==> src/rtl/tli_ram.sv <==
// Generic single-write, single-read RAM with registered read data.
// No dependencies.
module tli_ram #(
  parameter int WIDTH = 64,
  parameter int DEPTH = 64,
  localparam int AW = $clog2(DEPTH)
) (
  input  logic             clk,
  input  logic             wr_en,
  input  logic [AW-1:0]    wr_addr,
  input  logic [WIDTH-1:0] wr_data,
  input  logic [AW-1:0]    rd_addr,
  output logic [WIDTH-1:0] rd_data
);

  logic [WIDTH-1:0] mem [DEPTH];
  logic [WIDTH-1:0] rd_data_r;

  always_ff @(posedge clk) begin
    if (wr_en) begin
      mem[wr_addr] <= wr_data;
    end
    rd_data_r <= mem[rd_addr];
  end

  assign rd_data = rd_data_r;

endmodule

==> config.mk <==
export PLATFORM = sky130hd
export DESIGN_NAME = tli_ram
export DESIGN_NICKNAME = d
export VERILOG_FILES = /design/src/rtl/tli_ram.sv
export SDC_FILE = /design/constraint.sdc
export NUM_CORES = 2
export LEC_CHECK = 0
export BUFFER_PORTS_ARGS = -buffer_cell sky130_fd_sc_hd__buf_2
export CAP_MARGIN = 20
export CORE_ASPECT_RATIO = 0.9
export CORE_UTILIZATION = 50
export DETAILED_ROUTE_END_ITERATION = 10
export GPL_TIMING_DRIVEN = 0
export HOLD_SLACK_MARGIN = 0.05
export MAX_ROUTING_LAYER = met4
export PLACE_DENSITY = 0.67
export SETUP_SLACK_MARGIN = 0.02
export SLEW_MARGIN = 40
export SYNTH_ARGS = -nofsm -noshare
export SYNTH_HDL_FRONTEND = slang
export SYNTH_SLANG_ARGS = --single-unit
==> constraint.sdc <==
create_clock -name clk -period 6.6 [get_ports clk]
set_clock_uncertainty 0.2 [all_clocks]
set_input_delay 0.33 -clock clk [delete_from_list [all_inputs] [get_ports clk]]
set_output_delay 0.33 -clock clk [all_outputs]
set_load 0.02 [all_outputs]
==> impl_metrics.tcl <==
set metrics [dict create \
    power_density_mw_per_mm2 301.9 \
    cpMostUsedCell "buf_4" \
    wirelength_um 424800 \
    max-vdd-ir-drop_mv 0.3097 \
    cp_max_fo 7 \
    drc_errors 0 \
    synth-seq-area-share_pct 79.49 \
    final-hold-violation-count 0 \
    grt_max_degree 65 \
    synth-edff-count 4096 \
    cts_made_buffers 408 \
    first_pass_iters 6 \
    place_congestion 0.8540 \
    reg2reg_depth 5 \
    p_total_mw 55.63 \
    wl_per_cell_um 35.19 \
    cp-start-kind "primary input" \
    cts_tree "yes" \
    root_buffer "clkbuf_16" \
    coreArea_mm2 0.3107 \
    timing.hold.ws_ps 239.0 \
    num-nets-final 7660 \
    dp_cells 11210 \
    slew_violations 0 \
    min_path_cells 2 \
    avgViaCountPerCell 6.461 \
    path_cells "dlygate4sd3_1 -> buf_2 -> nor2b_1 -> nand4b_1 -> dlygate4sd3_1 -> nor3_2 -> buf_4 -> buf_4 -> buf_4 -> buf_2 -> buf_4 -> buf_4 -> buf_2 -> buf_4" \
    path_class "primary input to register" \
    async_flop_share_pct 0 \
    ys_ff_latch 4160 \
    synth.distinct_cells 33 \
    leakagePower_nw 58.30 \
    fin_area_mm2 0.1843 \
    cp-end-kind "register" \
    mostFrequentLayoutCell "edfxtp_1" \
    worstMarginPinSlew_ps 974.6 \
    stdcell_count 12070 \
    design.die.area_mm2 0.3149 \
    grt_antenna_before_repair 45 \
    die_h_um 532.5 \
    h-tree-depth 5 \
    insertion_delay_ps 980 \
    arrival_ps 4730 \
    period_minus_slack_ps 4303 \
    cts_resized 0 \
    setup_viol 0 \
    layout_common_cells "4096 x edfxtp_1, 1024 x mux4_2, 416 x clkbuf_16" \
    syn_inst 6598 \
    drive_above_1_share_pct 31.11 \
    min_path_type "primary input to register" \
    critPathSlowestCell "dlygate4sd3_1" \
    dp_hpwl_um 289300 \
    clockBufferDepth 4 \
    postRouteAntennaNets 0 \
    multi_input_area_mm2 0.03099 \
    placed_cell_area_mm2 0.1699 \
    ys_warn_count 0 \
    placementRows 194 \
    slowest_delay_ps 680 \
    ys.flop_type "edfxtp_1" \
    grt_overflow 0 \
    regArea_mm2 0.1243 \
    status "finished, final reports clean" \
    hold_buffers 76 \
    max_freq_mhz 232.4 \
    io_pins 142 \
    globalRouteTotalUtil_pct 27.83 \
    syn_area_mm2 0.1563 \
    required_ps 7030 \
    rsz0062_at_grt "no" \
    period_share_pct 65.20 \
    relSlewSlack_pct 35.03 \
    synth_nets 6676 \
    fill_cells 21250 \
    first_iter_violations 12860 \
    syn_to_final_growth_pct 17.86 \
    synth_area_per_cell_um2 23.70 \
    vias 78020 \
    grt_pass1_vias 77640 \
    place_ws_ps 2067 \
    fin_ws_ps 2297 \
    grt_pass1_wl_um 594900 \
    initial_core_util_pct 50.32 \
    die_width_um 591.4 \
    port_buffers 133 \
    post_cts_buffers 0 \
    cts_sinks 4160 \
    path_clk_slew_ps 60 \
    drv_cap 0 \
]
==> cells in the mapped netlist (29+ instances only) <==
library cell	count	area, um^2
edfxtp_1	4096	123000
mux4_2	1024	23060
buf_2	170	850.8
a22oi_1	168	1261
clkbuf_1	140	525.5
mux2i_1	135	1351
nor2_1	112	420.4
a22o_1	88	770.7
o22ai_1	83	519.3
and3_1	64	400.4
dfxtp_1	64	1281
a211oi_1	63	473.0
nand2_1	58	217.7
nand3_1	45	225.2
o221ai_1	38	332.8
buf_4	34	255.2
or3_1	29	181.4
==> path summary, 6_finish.rpt <==
path / start / endpoint / slack (ps)
worst min-delay path: wr_data[22] / mem[8][22] / 240
worst max register to register: mem[63][39] / rd_data[39] / 3810
worst max-delay path: wr_addr[4] / mem[48][29] / 2300
worst min register to register: mem[37][26] / rd_data[26] / 700
==> through the flow <==
step                util, %  setup TNS (ps)
detailed placement    54.69               0
global placement      52.19        -6396070
global route          59.30               0
floorplan                 -               0
CTS                   59.24               0
finish                59.31               0
==> sequential cells by signal (all words and copies together) (netlist names) <==
register  flops
mem        4096
rd_data      64
==> per-layer routing <==
metal / up-vias / global-route usage (%) / part of all wire [%]
met4: 0 / 9.156 / 3.8
met5: - / - / 0
met1: 41560 / 38.58 / 38
met2: 5128 / 41.59 / 47
li1: 30570 / - / -
met3: 760 / 5.956 / 12
==> power by group <==
group / switching (mW) / total, mW / internal [mW]
clock: 9.94 / 23.3 / 13.4
sequential: 0.0575 / 29.3 / 29.2
combinational: 1.99 / 3.00 / 1.01
==> final cells by class <==
type | count | area share [%]
Antenna cell | 35 | 0.04753
Buffer | 370 | 0.9873
Clock buffer | 506 | 5.865
Clock inverter | 245 | 1.387
Inverter | 19 | 0.03870
Multi-Input combinational cell | 2049 | 16.82
Sequential cell | 4160 | 67.45
Tap cell | 4116 | 2.795
Timing Repair Buffer | 574 | 4.619
==> logic make-up (layout without fill, tap and decap cells) <==
kind of cell,count (synthesis),count (layout),synth area share [%]
AND/OR/NAND/NOR,386,386,1.240
buffers and inverters,389,1714,1.180
other,0,35,0
AO/OA/AOI/OAI,504,504,2.477
flip-flops,4160,4160,79.49
multiplexers,1159,1159,15.61
==> critical path, delay by kind of cell <==
| family | cells | cell delay (ps) |
|---|---|---|
| AND/OR/NAND/NOR | 3 | 1170 |
| buffers and inverters | 11 | 3200 |
Power figures use the tool's default switching activity.
