**src/rtl/tli_pkg.sv**
```systemverilog
// Shared types and codes for the table linear interpolator.
// No dependencies; the top, the front end, the back end and the testbench import this package.
package tli_pkg;

  // Request actions
  localparam logic ACT_LOAD  = 1'b0;
  localparam logic ACT_QUERY = 1'b1;

  // Configuration register indexes
  localparam logic CFG_MODE  = 1'b0;
  localparam logic CFG_COUNT = 1'b1;

  localparam int CFG_DATA_W = 7;

  typedef struct packed {
    logic               action;
    logic [5:0]         entry_index;
    logic signed [31:0] entry_distance;
    logic [31:0]        entry_redshift;
    logic signed [31:0] position;
  } tli_in_t;

  typedef struct packed {
    logic [31:0] redshift;
    logic        beyond_table;
  } tli_out_t;

  // Query handed from front to back
  typedef struct packed {
    logic signed [31:0] position;
    logic               force_zero;
  } tli_job_t;

endpackage

```
**src/rtl/tli_front.sv**
```systemverilog
// Front end: accepts requests, writes table loads, queues classified queries.
// Depends on tli_pkg.
module tli_front #(
  parameter int TABLE_DEPTH = 64,
  localparam int AW = $clog2(TABLE_DEPTH)
) (
  input  logic                clk,
  input  logic                rst_n,
  input  logic                in_valid,
  output logic                in_ready,
  input  tli_pkg::tli_in_t    in_data,
  input  logic                mode_one_dim,
  input  logic                back_idle,
  output logic                ram_we,
  output logic [AW-1:0]       ram_waddr,
  output logic [63:0]         ram_wdata,
  output logic                job_valid,
  input  logic                job_ready,
  output tli_pkg::tli_job_t   job
);
  import tli_pkg::*;

  tli_job_t   q_r [2];
  logic       wr_ptr_r, rd_ptr_r;
  logic [1:0] cnt_r;
  logic       is_query, accept, push, pop;
  tli_job_t   new_job;

  // Loads wait until every earlier query has finished with the table
  assign is_query = (in_data.action == ACT_QUERY);
  assign in_ready = is_query ? (cnt_r != 2'd2) : (cnt_r == 2'd0 && back_idle);
  assign accept   = in_valid && in_ready;
  assign push     = accept && is_query;
  assign pop      = job_valid && job_ready;

  // Table write
  assign ram_we    = accept && !is_query && (int'(in_data.entry_index) < TABLE_DEPTH);
  assign ram_waddr = AW'(in_data.entry_index);
  assign ram_wdata = {in_data.entry_distance, in_data.entry_redshift};

  // Classify: mode off or non-positive position answers zero
  always_comb begin
    new_job.position   = in_data.position;
    new_job.force_zero = !mode_one_dim || in_data.position[31] || (in_data.position == '0);
  end

  // Two-entry query queue
  always_ff @(posedge clk) begin
    if (push) begin
      q_r[wr_ptr_r] <= new_job;
    end
    if (!rst_n) begin
      wr_ptr_r <= 1'b0;
      rd_ptr_r <= 1'b0;
      cnt_r    <= 2'd0;
    end else begin
      if (push) wr_ptr_r <= !wr_ptr_r;
      if (pop)  rd_ptr_r <= !rd_ptr_r;
      cnt_r <= cnt_r + 2'(push) - 2'(pop);
    end
  end

  assign job_valid = (cnt_r != 2'd0);
  assign job       = q_r[rd_ptr_r];

`ifndef SYNTHESIS
  a_load_when_drained: assert property (@(posedge clk) disable iff (!rst_n)
    accept && !is_query |-> cnt_r == 2'd0 && back_idle)
    else $error("load accepted with queries outstanding");
  a_cnt_bound: assert property (@(posedge clk) disable iff (!rst_n)
    cnt_r <= 2'd2)
    else $error("queue count overflow");
  a_cnt_push: assert property (@(posedge clk) disable iff (!rst_n)
    push && !pop |=> cnt_r == $past(cnt_r) + 2'd1)
    else $error("queue count missed a push");
`endif

endmodule

```
**config.mk**
```make
export PLATFORM = sky130hd
export DESIGN_NAME = tli_front
export DESIGN_NICKNAME = d
export VERILOG_FILES = /design/src/rtl/tli_pkg.sv /design/src/rtl/tli_front.sv
export SDC_FILE = /design/constraint.sdc
export NUM_CORES = 1
export LEC_CHECK = 0
export CAP_MARGIN = 15
export CORE_UTILIZATION = 45
export CTS_CLUSTER_DIAMETER = 80
export DETAILED_ROUTE_END_ITERATION = 10
export DONT_BUFFER_PORTS = 1
export PLACE_DENSITY = 0.61
export SETUP_SLACK_MARGIN = 0.2
export SLEW_MARGIN = 25
export SYNTH_ARGS = -nofsm -noshare
export SYNTH_HDL_FRONTEND = slang
export SYNTH_SLANG_ARGS = --single-unit
export TNS_END_PERCENT = 20
```
**constraint.sdc**
```tcl
create_clock -name clk -period 6.15 [get_ports clk]
set_input_delay 1.23 -clock clk [delete_from_list [all_inputs] [get_ports clk]]
set_output_delay 1.23 -clock clk [all_outputs]
set_load 0.01 [all_outputs]
```
==> out/results.ini, run 1 <==
[worst_hold_path]
hold_path.class = reg -> reg
whs_path_depth = 2
hold_path_startpoint = rd_ptr_r$_SDFFE_PN0P_

[synth]
synth_top_area_cell = edfxtp_1
ys_warn_count = 0
avgSynthCellArea_um2 = 15.11
yosys.cell_types.count = 26
synth-seq-cells = 71
synth_area_leaders = edfxtp_1 61%, buf_4 16%, mux2_2 11%
synth_nets = 326
synth_edf_count = 66
synthCells = 216
synth-seq-area-share_pct = 63.80
synthFlopType = edfxtp_1
syn-cell-area_um2 = 3263
yosysTopAreaCellShare_pct = 60.74
async_flop_share_pct = 0

[floorplanning]
start_util_pct = 47.25
dieArea_um2 = 7596
std_cell_rows = 30
pin_count = 215
die_x_um = 87.16
die_h_um = 87.16
coreArea_um2 = 6907

[sta]
layout_setup_ws_ns = 2.869
rsz0062_at_grt = false
finalSetupTns_ns = 0
fin_crit_ns = 3.281
hold_slack_ns = 0.5882
tightest_slew_ns = 0.9253
setup_viol = 0
skew_ns = 0.006055
relSlewSlack_pct = 37.44
post-route-period-util_pct = 53.35
final_hold_viol_count = 0
max_freq_mhz = 304.8
maxSlewViolCount = 0

[placement]
pre_cts_ws_ns = 2.855
place_hpwl_um = 5924
numPortBuffers = 0
placed_cell_area_um2 = 2846
dp_cells = 241
gp_congestion = 0.7902

[power]
p_sw_share_pct = 25.27
p_seq_share_pct = 50.0
internal-power_mw = 0.8971
power_mw = 1.201
p_leak_nw = 0.9691
irDropWorstVdd_mv = 0.1441
p_comb_share_pct = 18.0
clockPowerShare_pct = 32.0
p_switching_mw = 0.3034
p_per_area_nw_per_um2 = 393.4

[cts]
ctsResizeCount = 0
clkLatencyLatePin_ns = 0.34
hold_buffers = 0
postCtsSetupBuffers = 0
clock-sinks = 71
cts.path.max_buffers = 2
cts_tree = built
root_buffer = clkbuf_8
cts_buffers = 9
path_clk_slew_ns = 0.06
htree_num_levels = 3

[finish]
stdcell_area_um2 = 3052
mostFrequentLayoutCells = 66 x edfxtp_1, 33 x mux2_2, 9 x clkbuf_8
final_common_cell = edfxtp_1
finalNonFillerCells = 257
area_delta_synth_final_pct = -6.480
finalNetCount = 266
drive_above_1_share_pct = 32.30
utilization_pct = 44.18
antenna_cells = 0

[grt]
grt_pass1_vias = 1488
grt_max_degree = 35
grt_util_all_layers_pct = 19.74
grt_pass1_wl_um = 10140
antenna_found_initial = 0
grt-ovfl-total = 0

[routing]
dr_total_vias = 1397
drt-vias-per-instance = 5.436
drc = 0
detail_route.first_pass.iterations = 4
drtAntennaViolNets = 0
routed_wl_um = 7438
drt-initial-drc-count = 98
post_drt_wl_per_cell_um = 28.94

[critical_path]
cp-end-kind = output port
cp_num_buf_inv = 0
crit_family = simple AND/OR/NAND/NOR gates
worstPathCellList = a21oi_1 -> nor4b_1
crit_path_max_fanout = 2
critPathKind = in -> out
required_ns = 4.92
rrSetupSlack_ns = 4.02
reg2reg_depth = 4
cp_slowest_cell = nor4b_1
worst-endpoint-arrival_ns = 2.05
rr_endpoint = q_r[1][16]$_DFFE_PP_
r2r-start = cnt_r[0]$_SDFF_PN0_
start_kind = input port
critPathMaxStageDelay_ns = 0.76

[outcome]
status = finished clean

[flow_run]
maxCapViolations = 0

[worst reg2reg max path: stages, from the launching register on]
cell	delay, ns
dfxtp_1	0.44
nor2b_1	0.14
nor2_1	0.20
and2_1	0.65
buf_4	0.38
[worst max-delay path by stage]
stage / start / to / cells after the start
final: back_idle / ram_we / 2
after global routing: flop / job[27] / 2
after CTS: back_idle / ram_we / 2
after detailed placement: back_idle / ram_we / 2
after global placement: back_idle / ram_we / 2
after floorplan: in_valid / q_r[0][0]$_DFFE_PP_ / 2
[state kept, by name, indices dropped and copies added, names as in the netlist, named ones only]
register  flops
rd_ptr_r      1
wr_ptr_r      1
q_r          66
cnt_r         2
[power groups by stage]
stage                     sequential, mW  clock, mW  combinational [mW]
after global routing               0.606      0.414               0.230
after floorplan                    0.590          0               0.258
after global placement             0.608          0               0.215
after detailed placement           0.612          0               0.219
final                              0.600      0.385               0.216
after CTS                          0.602      0.393               0.220
[layer usage]
| metal | GRT usage, % | wire length (um) |
|---|---|---|
| met1 | 14.26 | 1803 |
| met2 | 33.00 | 3879 |
| met3 | 21.33 | 1650 |
| met4 | 6.855 | 103 |
| met5 | 0 | 0 |
[synthesized netlist by cell type (2+ instances only)]
cell	n
buf_4	70
edfxtp_1	66
mux2_2	33
nor4_1	8
dfxtp_1	5
and2_1	4
buf_6	3
nor2b_1	3
a21oi_1	2
inv_1	2
nand2_1	2
nand4_1	2
nor2_1	2
xnor2_1	2
[cell type report]
class,instances,area (um2)
Tap cell,96,120.1
Clock buffer,12,135.1
Sequential cell,71,2082
Inverter,2,7.507
Multi-Input combinational cell,69,614.3
Fill cell,624,3855
Clock inverter,4,70.07
Timing Repair Buffer,3,22.52
[cells by family (layout without fill, tap and decap cells)]
group	count (synthesis)	in the layout	synth area share, %
DFF	71	71	63.80
muxes	34	34	11.69
adders and majority gates	1	1	0.3834
and+or+nand+nor	27	27	5.100
AOI/OAI and AO/OA	5	5	0.9586
buffers and inverters	76	21	17.52
xor gates and xnor gates	2	2	0.5369
Note: power is estimated with default switching activity, not from simulation.
==> run 2: changes to the inputs <==
Settings changed: PLACE_DENSITY 0.61 to 0.63.
Clock period 6.15 ns to 3 ns, I/O delays scaled along.
==> run 2 against run 1 <==
Register-to-register slack worse by 2.9 ns. Critical path depth unchanged. Sequential power up 98%. Power up 110%. Die area unchanged.
==> out/results.ini, run 2 (synthesis results as in run 1) <==
[finish]
mostFrequentLayoutCells = 66 x edfxtp_1, 33 x mux2_2, 9 x clkbuf_8
top_register = q_r
final_common_cell = edfxtp_1
top_regs = q_r (66), cnt_r (2)
area_delta_synth_final_pct = -6.250
drive_above_1_share_pct = 33.13
antenna_cells = 0
finalNetCount = 265
largest_reg_flops = 66
stdcell_area_um2 = 3059

[placement]
place_hpwl_um = 4941
numPortBuffers = 0
gp_congestion = 0.6923
placed_cell_area_um2 = 2846

[sta]
max_freq_mhz = 447.0
setup_viol = 0
fin_crit_ns = 2.237
final_hold_viol_count = 0
rsz0062_at_grt = false
finalSetupTns_ns = 0
maxSlewViolCount = 0
tightest_slew_ns = 0.8348
relSlewSlack_pct = 44.35
post-route-period-util_pct = 74.58
skew_ns = 0.01050

[critical_path]
startpoint = cnt_r[0]$_SDFF_PN0_
crit_path_max_fanout = 6
cp-end-kind = output port
rr_endpoint = q_r[1][3]$_DFFE_PP_
endpoint = ram_we
critPathKind = reg -> out
worst-endpoint-arrival_ns = 1.64
reg2reg_depth = 3
r2r-start = cnt_r[0]$_SDFF_PN0_
rrSetupSlack_ns = 1.07
start_kind = flop
required_ns = 2.40

[floorplanning]
coreArea_um2 = 6907
die_x_um = 87.16
pin_count = 215
die_h_um = 87.16
std_cell_rows = 30
start_util_pct = 47.25
dieArea_um2 = 7596

[cts]
ctsResizeCount = 0
cts_buffers = 9
clkLatencyLatePin_ns = 0.34
path_clk_slew_ns = 0.08
cts.path.max_buffers = 2
cts_tree = built
postCtsSetupBuffers = 0
root_buffer = clkbuf_8
hold_buffers = 0
htree_num_levels = 3
clock-sinks = 71

[power]
irDropWorstVdd_mv = 0.3866
p_leak_nw = 0.9652
p_per_area_nw_per_um2 = 809.6

[grt]
grt_pass1_wl_um = 9080
grt_pass1_vias = 1483
grt-ovfl-total = 0
grt_max_degree = 35
grt_util_all_layers_pct = 17.69
antenna_found_initial = 0

[routing]
drt-initial-drc-count = 61
drtAntennaViolNets = 0
drc = 0
dr_total_vias = 1355
drt-vias-per-instance = 5.293
routed_wl_um = 6633
detail_route.first_pass.iterations = 4
post_drt_wl_per_cell_um = 25.91

[outcome]
status = finished clean

[flow_run]
maxCapViolations = 0

[worst_hold_path]
hold_path.class = in -> reg

-- run 2: how the worst min path moves through the flow --
stage / depth (start not counted) / start / slack, ns / end
5_1_grt: 0 / in_data[21] / 0.32 / q_r[0][22]$_DFFE_PP_
3_5_place_dp: 2 / rd_ptr_r$_SDFFE_PN0P_ / 0.58 / flop
4_1_cts: 0 / in_data[21] / 0.33 / q_r[0][22]$_DFFE_PP_
3_3_place_gp: 2 / rd_ptr_r$_SDFFE_PN0P_ / 0.57 / rd_ptr_r$_SDFFE_PN0P_
2_1_floorplan: 2 / rd_ptr_r$_SDFFE_PN0P_ / 0.55 / flop
6_report: 0 / in_data[21] / 0.35 / q_r[0][22]$_DFFE_PP_
-- run 2: cell type report --
class                           count  area [um2]
Fill cell                         628        3847
Sequential cell                    71        2082
Multi-Input combinational cell     69       621.8
Clock buffer                       10       127.6
Tap cell                           96       120.1
Clock inverter                      6       85.08
Timing Repair Buffer                2       15.01
Inverter                            2       7.507
-- run 2: metrics by stage --
| stage | instances | utilization, % | total power, mW | hold slack [ns] | setup slack [ns] |
|---|---|---|---|---|---|
| after global placement | 240 | 41.21 | 1.681 | 0.5709 | 0.9978 |
| after CTS | 256 | 44.29 | 2.509 | 0.3330 | 0.7254 |
| after detailed placement | 240 | 41.21 | 1.701 | 0.5759 | 0.8713 |
| final | 256 | 44.29 | 2.477 | 0.3500 | 0.7627 |
| after floorplan | 216 | - | 1.738 | 0.5521 | 0.5317 |
| after global routing | 256 | 44.29 | 2.584 | 0.3188 | 0.6303 |
-- run 2: per-layer routing --
layer | share of wire [%] | track usage (%) | vias up
met3 | 21 | 18.77 | 5
li1 | - | - | 588
met1 | 28 | 13.76 | 644
met4 | 0.69 | 5.961 | 0
met2 | 50 | 28.85 | 118
met5 | 0 | 0 | -
-- run 2: critical path, stage by stage, from the launching register on --
cell     delay, ns
dfxtp_1       0.43
nor2b_1       0.15
nor4b_1       0.73
-- run 2: power breakdown --
group | total (mW) | internal (mW) | leakage, nW | switching (mW)
registers | 1.19 | 1.17 | 0.646 | 0.0288
logic | 0.477 | 0.207 | 0.216 | 0.270
clock network | 0.806 | 0.465 | 0.104 | 0.340
