==> config.mk <==
export PLATFORM = sky130hd
export DESIGN_NAME = tli_back
export DESIGN_NICKNAME = d
export VERILOG_FILES = /design/src/rtl/tli_pkg.sv /design/src/rtl/tli_div.sv /design/src/rtl/tli_back.sv
export SDC_FILE = /design/constraint.sdc
export NUM_CORES = 2
export LEC_CHECK = 0
export ABC_AREA = 0
export ABC_CLOCK_PERIOD_IN_PS = 11300
export BUFFER_PORTS_ARGS = -buffer_cell sky130_fd_sc_hd__buf_4
export CORE_ASPECT_RATIO = 0.75
export CORE_MARGIN = 3
export CORE_UTILIZATION = 50
export CTS_BUF_LIST = sky130_fd_sc_hd__clkbuf_4
export DETAILED_ROUTE_END_ITERATION = 12
export PLACE_DENSITY = 0.67
export SYNTH_ARGS = -nofsm -noshare
export SYNTH_HDL_FRONTEND = slang
export SYNTH_SLANG_ARGS = --single-unit
==> constraint.sdc <==
create_clock -name clk -period 11.3 [get_ports clk]
set_clock_uncertainty 0.2 [all_clocks]
set_input_delay 1.13 -clock clk [delete_from_list [all_inputs] [get_ports clk]]
set_output_delay 1.13 -clock clk [all_outputs]
set_load 0.02 [all_outputs]
==> src/rtl/tli_pkg.sv <==
// Shared types and codes for the table linear interpolator.
// No dependencies; the top, the front end, the back end and the testbench import this package.
package tli_pkg;

  // Request actions
  localparam logic ACT_LOAD  = 1'b0;
  localparam logic ACT_QUERY = 1'b1;

  // Configuration register indexes
  localparam logic CFG_MODE  = 1'b0;
  localparam logic CFG_COUNT = 1'b1;

  localparam int CFG_DATA_W = 7;

  typedef struct packed {
    logic               action;
    logic [5:0]         entry_index;
    logic signed [31:0] entry_distance;
    logic [31:0]        entry_redshift;
    logic signed [31:0] position;
  } tli_in_t;

  typedef struct packed {
    logic [31:0] redshift;
    logic        beyond_table;
  } tli_out_t;

  // Query handed from front to back
  typedef struct packed {
    logic signed [31:0] position;
    logic               force_zero;
  } tli_job_t;

endpackage

==> src/rtl/tli_div.sv <==
// Restoring divider, 64-bit dividend by 32-bit divisor, one quotient bit a cycle.
// No dependencies.
module tli_div (
  input  logic        clk,
  input  logic        rst_n,
  input  logic        start,
  input  logic [63:0] dividend,
  input  logic [31:0] divisor,
  output logic        done,
  output logic [63:0] quotient
);

  logic [63:0] sh_r;
  logic [31:0] rem_r, dvs_r;
  logic [5:0]  cnt_r;
  logic        busy_r, done_r;
  logic [32:0] trial, rem_sh;
  logic        qbit;

  assign rem_sh = {rem_r, sh_r[63]};
  assign trial  = rem_sh - {1'b0, dvs_r};
  assign qbit   = !trial[32];

  always_ff @(posedge clk) begin
    if (start) begin
      sh_r  <= dividend;
      rem_r <= '0;
      dvs_r <= divisor;
    end else if (busy_r) begin
      sh_r  <= {sh_r[62:0], qbit};
      rem_r <= qbit ? trial[31:0] : rem_sh[31:0];
    end
    if (!rst_n) begin
      busy_r <= 1'b0;
      done_r <= 1'b0;
      cnt_r  <= '0;
    end else begin
      done_r <= 1'b0;
      if (start) begin
        busy_r <= 1'b1;
        cnt_r  <= '0;
      end else if (busy_r) begin
        cnt_r <= cnt_r + 6'd1;
        if (cnt_r == 6'd63) begin
          busy_r <= 1'b0;
          done_r <= 1'b1;
        end
      end
    end
  end

  assign done     = done_r;
  assign quotient = sh_r;

endmodule

==> src/rtl/tli_back.sv <==
// Back end: scans the table for the segment, interpolates, holds the result.
// Depends on tli_pkg, tli_div.
module tli_back #(
  parameter int TABLE_DEPTH = 64,
  localparam int AW = $clog2(TABLE_DEPTH),
  localparam int KW = $clog2(TABLE_DEPTH + 1)
) (
  input  logic               clk,
  input  logic               rst_n,
  input  logic               job_valid,
  output logic               job_ready,
  input  tli_pkg::tli_job_t  job,
  input  logic [KW-1:0]      n_cnt,
  output logic [AW-1:0]      ram_raddr,
  input  logic [63:0]        ram_rdata,
  output logic               back_idle,
  output logic               out_valid,
  input  logic               out_ready,
  output tli_pkg::tli_out_t  out_data
);
  import tli_pkg::*;

  typedef enum logic [3:0] {
    ST_IDLE, ST_FIRST, ST_RD, ST_CHK, ST_PREP, ST_MUL, ST_DSTART, ST_DIV, ST_FIN, ST_PUT
  } state_t;

  state_t             state_r;
  logic [KW-1:0]      k_r;
  logic signed [31:0] pos_r, d0_r, d1_r;
  logic [31:0]        r0_r, r1_r;
  logic [31:0]        udiff_r, uoff_r, uden_r;
  logic               neg_r;
  logic [63:0]        prod_r;
  tli_out_t           res_r, out_data_r;
  logic               out_valid_r;
  logic               div_start, div_done;
  logic [63:0]        div_q;
  logic               put_fire;

  logic signed [32:0] den, diff, off;
  logic [33:0]        mag;
  logic [34:0]        sum;
  logic               trivial;

  // Segment arithmetic on the two bracketing entries
  always_comb begin
    den  = {d1_r[31], d1_r} - {d0_r[31], d0_r};
    diff = {1'b0, r1_r} - {1'b0, r0_r};
    off  = {pos_r[31], pos_r} - {d0_r[31], d0_r};
    trivial = den[32] || (den == '0) || (diff == '0) || (off == '0);
  end

  // Saturate quotient and apply to the base redshift
  always_comb begin
    mag = (div_q > 64'h2_0000_0000) ? 34'h2_0000_0000 : div_q[33:0];
    sum = neg_r ? ({3'b0, r0_r} - {1'b0, mag}) : ({3'b0, r0_r} + {1'b0, mag});
  end

  assign ram_raddr = (state_r == ST_RD) ? k_r[AW-1:0] : '0;
  assign job_ready = (state_r == ST_IDLE);
  assign back_idle = (state_r == ST_IDLE);
  assign div_start = (state_r == ST_DSTART);
  // Result moves to the output register when that register is free or draining
  assign put_fire  = (state_r == ST_PUT) && (!out_valid_r || out_ready);

  tli_div u_div (
    .clk      (clk),
    .rst_n    (rst_n),
    .start    (div_start),
    .dividend (prod_r),
    .divisor  (uden_r),
    .done     (div_done),
    .quotient (div_q)
  );

  // Sequencer and result register
  always_ff @(posedge clk) begin
    if (!rst_n) begin
      state_r     <= ST_IDLE;
      out_valid_r <= 1'b0;
    end else begin
      if (put_fire) begin
        out_valid_r <= 1'b1;
      end else if (out_ready) begin
        out_valid_r <= 1'b0;
      end
      case (state_r)
        ST_IDLE: begin
          if (job_valid) begin
            pos_r <= job.position;
            if (job.force_zero) begin
              res_r   <= '0;
              state_r <= ST_PUT;
            end else begin
              state_r <= ST_FIRST;
            end
          end
        end
        ST_FIRST: begin
          {d0_r, r0_r} <= ram_rdata;
          k_r          <= KW'(1);
          state_r      <= ST_RD;
        end
        ST_RD: begin
          if (k_r >= n_cnt) begin
            res_r.redshift     <= r0_r;
            res_r.beyond_table <= 1'b1;
            state_r            <= ST_PUT;
          end else begin
            state_r <= ST_CHK;
          end
        end
        ST_CHK: begin
          if ($signed(ram_rdata[63:32]) <= pos_r) begin
            {d0_r, r0_r} <= ram_rdata;
            k_r          <= k_r + KW'(1);
            state_r      <= ST_RD;
          end else begin
            {d1_r, r1_r} <= ram_rdata;
            state_r      <= ST_PREP;
          end
        end
        ST_PREP: begin
          res_r.beyond_table <= 1'b0;
          if (trivial) begin
            res_r.redshift <= r0_r;
            state_r        <= ST_PUT;
          end else begin
            neg_r   <= diff[32] ^ off[32];
            udiff_r <= diff[32] ? 32'(-diff) : diff[31:0];
            uoff_r  <= off[32] ? 32'(-off) : off[31:0];
            uden_r  <= den[31:0];
            state_r <= ST_MUL;
          end
        end
        ST_MUL: begin
          prod_r  <= 64'(udiff_r) * 64'(uoff_r);
          state_r <= ST_DSTART;
        end
        ST_DSTART: state_r <= ST_DIV;
        ST_DIV: begin
          if (div_done) state_r <= ST_FIN;
        end
        ST_FIN: begin
          if (sum[34]) begin
            res_r.redshift <= '0;
          end else if (sum[33:32] != 2'b00) begin
            res_r.redshift <= '1;
          end else begin
            res_r.redshift <= sum[31:0];
          end
          state_r <= ST_PUT;
        end
        ST_PUT: begin
          if (put_fire) begin
            out_data_r <= res_r;
            state_r    <= ST_IDLE;
          end
        end
        default: state_r <= ST_IDLE;
      endcase
    end
  end

  assign out_valid = out_valid_r;
  assign out_data  = out_data_r;

`ifndef SYNTHESIS
  a_scan_bound: assert property (@(posedge clk) disable iff (!rst_n)
    (state_r == ST_RD || state_r == ST_CHK) |-> k_r <= n_cnt)
    else $error("scan ran past the entries in use");
  a_div_done: assert property (@(posedge clk) disable iff (!rst_n)
    div_done |-> state_r == ST_DIV)
    else $error("divider finished outside its wait state");
  a_put: assert property (@(posedge clk) disable iff (!rst_n)
    state_r == ST_PUT && !out_valid_r |=> out_valid_r && state_r == ST_IDLE)
    else $error("result not posted to free output register");
`endif

endmodule

==> impl_metrics.json <==
{
  "status": "complete, no violations",
  "cts_num_sinks": 535,
  "cts_setup_buffers": 0,
  "drt_iter0_markers": 3947,
  "drv_slew": 0,
  "hold_depth": 1,
  "fmax_mhz": 101,
  "grt_overflow_total": 0,
  "routed_wl_um": 164000,
  "multi_input_area_sq_um": 42600,
  "insertion_delay_ns": 0.99,
  "antenna_found_initial": 2,
  "postSynthCellCount": 6577,
  "crit_path_end_kind": "flip-flop",
  "die_y_um": 314,
  "seq_area_frac_synth": 0.246,
  "htree_num_levels": 4,
  "cp_slowest_cell": "edfxtp_1",
  "place_area_sq_um": 66200,
  "grt_max_degree": 66,
  "timing.final.ws_setup_ns": 1.37,
  "min_period_ns": 9.93,
  "rrSetupSlack_ns": 1.37,
  "holdWs_ns": 0.170,
  "drc": 0,
  "ys.flop_type": "edfxtp_1",
  "dp_hpwl_um": 130000,
  "post-place-ws_ns": 1.67,
  "crit_fanout": 32,
  "clkTransAtPathRegs_ns": 0.08,
  "grt_pass1_wl_um": 264000,
  "cts_buffers": 131,
  "worst_hold_startpoint": "ram_rdata[26]",
  "hold_viol": 0,
  "ys_seq_elements": 535,
  "cts_hold_buf": 0,
  "rsz0062_at_grt": "no",
  "worst_ep_required_time_ns": 11.81,
  "syn_area_sq_um": 63400,
  "portBuffers": 149,
  "num_vias": 46650,
  "ctsResizeCount": 0,
  "ir_worst_vdd_mv": 0.129,
  "slew_headroom": 0.161,
  "worstHoldPathType": "input port to flip-flop",
  "place.gp.congestion": 0.948,
  "dr.pass1.iters": 6,
  "cp-start-kind": "flip-flop",
  "final_cell_mix": "inv_1, nand2_1, fa_1",
  "path_class": "flip-flop to flip-flop",
  "rows": 112,
  "timing.rr.start": "uoff_r[6]",
  "core-area_sq_um": 125000,
  "dieArea_sq_um": 131000,
  "die_x_um": 417,
  "fin_tns_setup_ns": 0,
  "holdPathEnd": "r1_r[26]",
  "tightest_slew_ns": 1.26,
  "finalCritPeriodShare": 0.879,
  "ant_nets": 0,
  "ys_warn_count": 0,
  "avgSynthCellArea_sq_um": 9.64,
  "viasPerCell": 5.55,
  "leakagePower_uw": 0.0313,
  "r2r_end": "prod_r[63]",
  "cts_tree": "done",
  "timing.max_cap.violations": 0,
  "grt_pass1_vias": 47380,
  "yosysUniqueCellTypes": 101,
  "drive_gt1_frac": 0.0761,
  "io_pins": 150,
  "wire_per_inst_um": 19.5,
  "final_cell_area_sq_um": 68000,
  "setup-violations-final": 0,
  "synth_fp_nets": 8053,
  "nFillCells": 11192,
  "fin_nets": 8131,
  "layout_commonest_cell": "inv_1",
  "cp_slowest_stage_delay_ns": 1.13,
  "grt_use_total": 0.255,
  "worstPathArrival_ns": 10.44,
  "seq_area_sq_um": 15600,
  "r2r_cells": 26,
  "root_buffer": "clkbuf_4",
  "path_common_cell": "fa_1",
  "synth-edff-count": 490,
  "synthArstFlopShare": 0,
  "start_util": 0.507,
  "cts_max_path_buffers": 3,
  "powerDensity_nw_per_um2": 110,
  "area_delta_synth_final_pct": 7.24
}
## per-stage QoR
| step | utilization | power [uW] | instances |
|---|---|---|---|
| floorplan | - | 4810 | 6577 |
| global placement | 0.529 | 5630 | 8175 |
| global route | 0.543 | 7970 | 8408 |
| CTS | 0.543 | 7480 | 8404 |
| finish | 0.543 | 7470 | 8409 |
| detailed placement | 0.529 | 5670 | 8175 |
## worst max-delay path by stage
stage / start / to / slack [ns] / cells past startpoint
after floorplan: pos_r[0] / neg_r / 0.69 / 16
after global placement: uoff_r[3] / prod_r[63] / 1.79 / 26
after detailed placement: uoff_r[3] / prod_r[63] / 1.67 / 26
after CTS: uoff_r[6] / prod_r[63] / 1.63 / 26
after global routing: uoff_r[6] / prod_r[63] / 1.08 / 26
final: uoff_r[6] / prod_r[63] / 1.37 / 26
## synth_stat cells, types with 10 or more instances
library cell	n	area, sq um
a211o_1	11	96.3
a211oi_1	26	195
a21o_1	113	848
a21oi_1	291	1460
a221o_1	22	220
a31o_2	10	87.6
a31oi_1	34	213
and2_1	508	3180
and3_1	31	194
and4_1	12	105
clkbuf_1	279	1050
dfxtp_1	45	901
edfxtp_1	490	14700
fa_1	901	18000
ha_1	467	5840
inv_1	1109	4160
mux2i_1	28	280
nand2_1	925	3470
nand2b_1	34	213
nand3_1	67	335
nand4_1	36	225
nor2_1	221	830
nor2b_1	38	238
nor3_1	52	260
nor4_1	33	206
o211ai_1	18	135
o21a_1	44	330
o21ai_0	187	936
o21bai_1	34	255
o31ai_1	19	143
or2_2	14	87.6
or3_1	23	144
xnor2_1	176	1540
xor2_1	101	885
## layout make-up
type / instances / area share
Sequential cell: 535 / 0.230
Timing Repair Buffer: 236 / 0.0261
Tap cell: 1653 / 0.0304
Clock buffer: 191 / 0.0211
Clock inverter: 38 / 0.00502
Multi-Input combinational cell: 4640 / 0.626
Antenna cell: 5 / 0.000184
Inverter: 1111 / 0.0614
## routing by layer
layer | vias to the layer above | global-route usage | share of wire
met5 | - | 0 | 0
met4 | 0 | 0.0613 | 0.023
met3 | 220 | 0.0406 | 0.072
met2 | 1676 | 0.392 | 0.45
met1 | 23377 | 0.379 | 0.46
li1 | 21377 | - | -
## critical path, delay by kind of cell, from the launching register on
family	cells	cell delay, ns
compound gates	9	2.85
flops	1	1.13
fa+ha+maj	9	4.27
simple gates	3	0.84
buf+inv	4	0.21
xor+xnor	1	0.10
## report_power, final
group          leakage, uW  internal, uW  switching [uW]
registers          0.00482          2370            65.4
logic               0.0255          1330            1930
clock network      0.00105           937             841
total               0.0313          4630            2830
## sequential cells by signal, indices dropped and copies added, names as in the netlist, 4 cells and up
name	flops
prod_r	64
u_div.quotient	64
out_data	33
res_r	33
d0_r	32
d1_r	32
pos_r	32
r0_r	32
r1_r	32
u_div.dvs_r	32
u_div.rem_r	32
uden_r	32
udiff_r	32
uoff_r	32
k_r	7
u_div.cnt_r	6
state_r	4
## kinds of logic (layout without fill, tap and decap cells)
group | Yosys count | count (layout) | share of synthesized area
flip-flops | 535 | 535 | 0.246
AO/OA/AOI/OAI | 919 | 919 | 0.0937
multiplexers | 30 | 30 | 0.00478
XOR/XNOR | 278 | 278 | 0.0385
adder cells (fa/ha/maj) | 1368 | 1368 | 0.377
AND/OR/NAND/NOR | 2045 | 2045 | 0.157
buffers and inverters | 1402 | 1576 | 0.0833
other | 0 | 5 | 0
No activity file was read; power rests on OpenSTA's default activity.
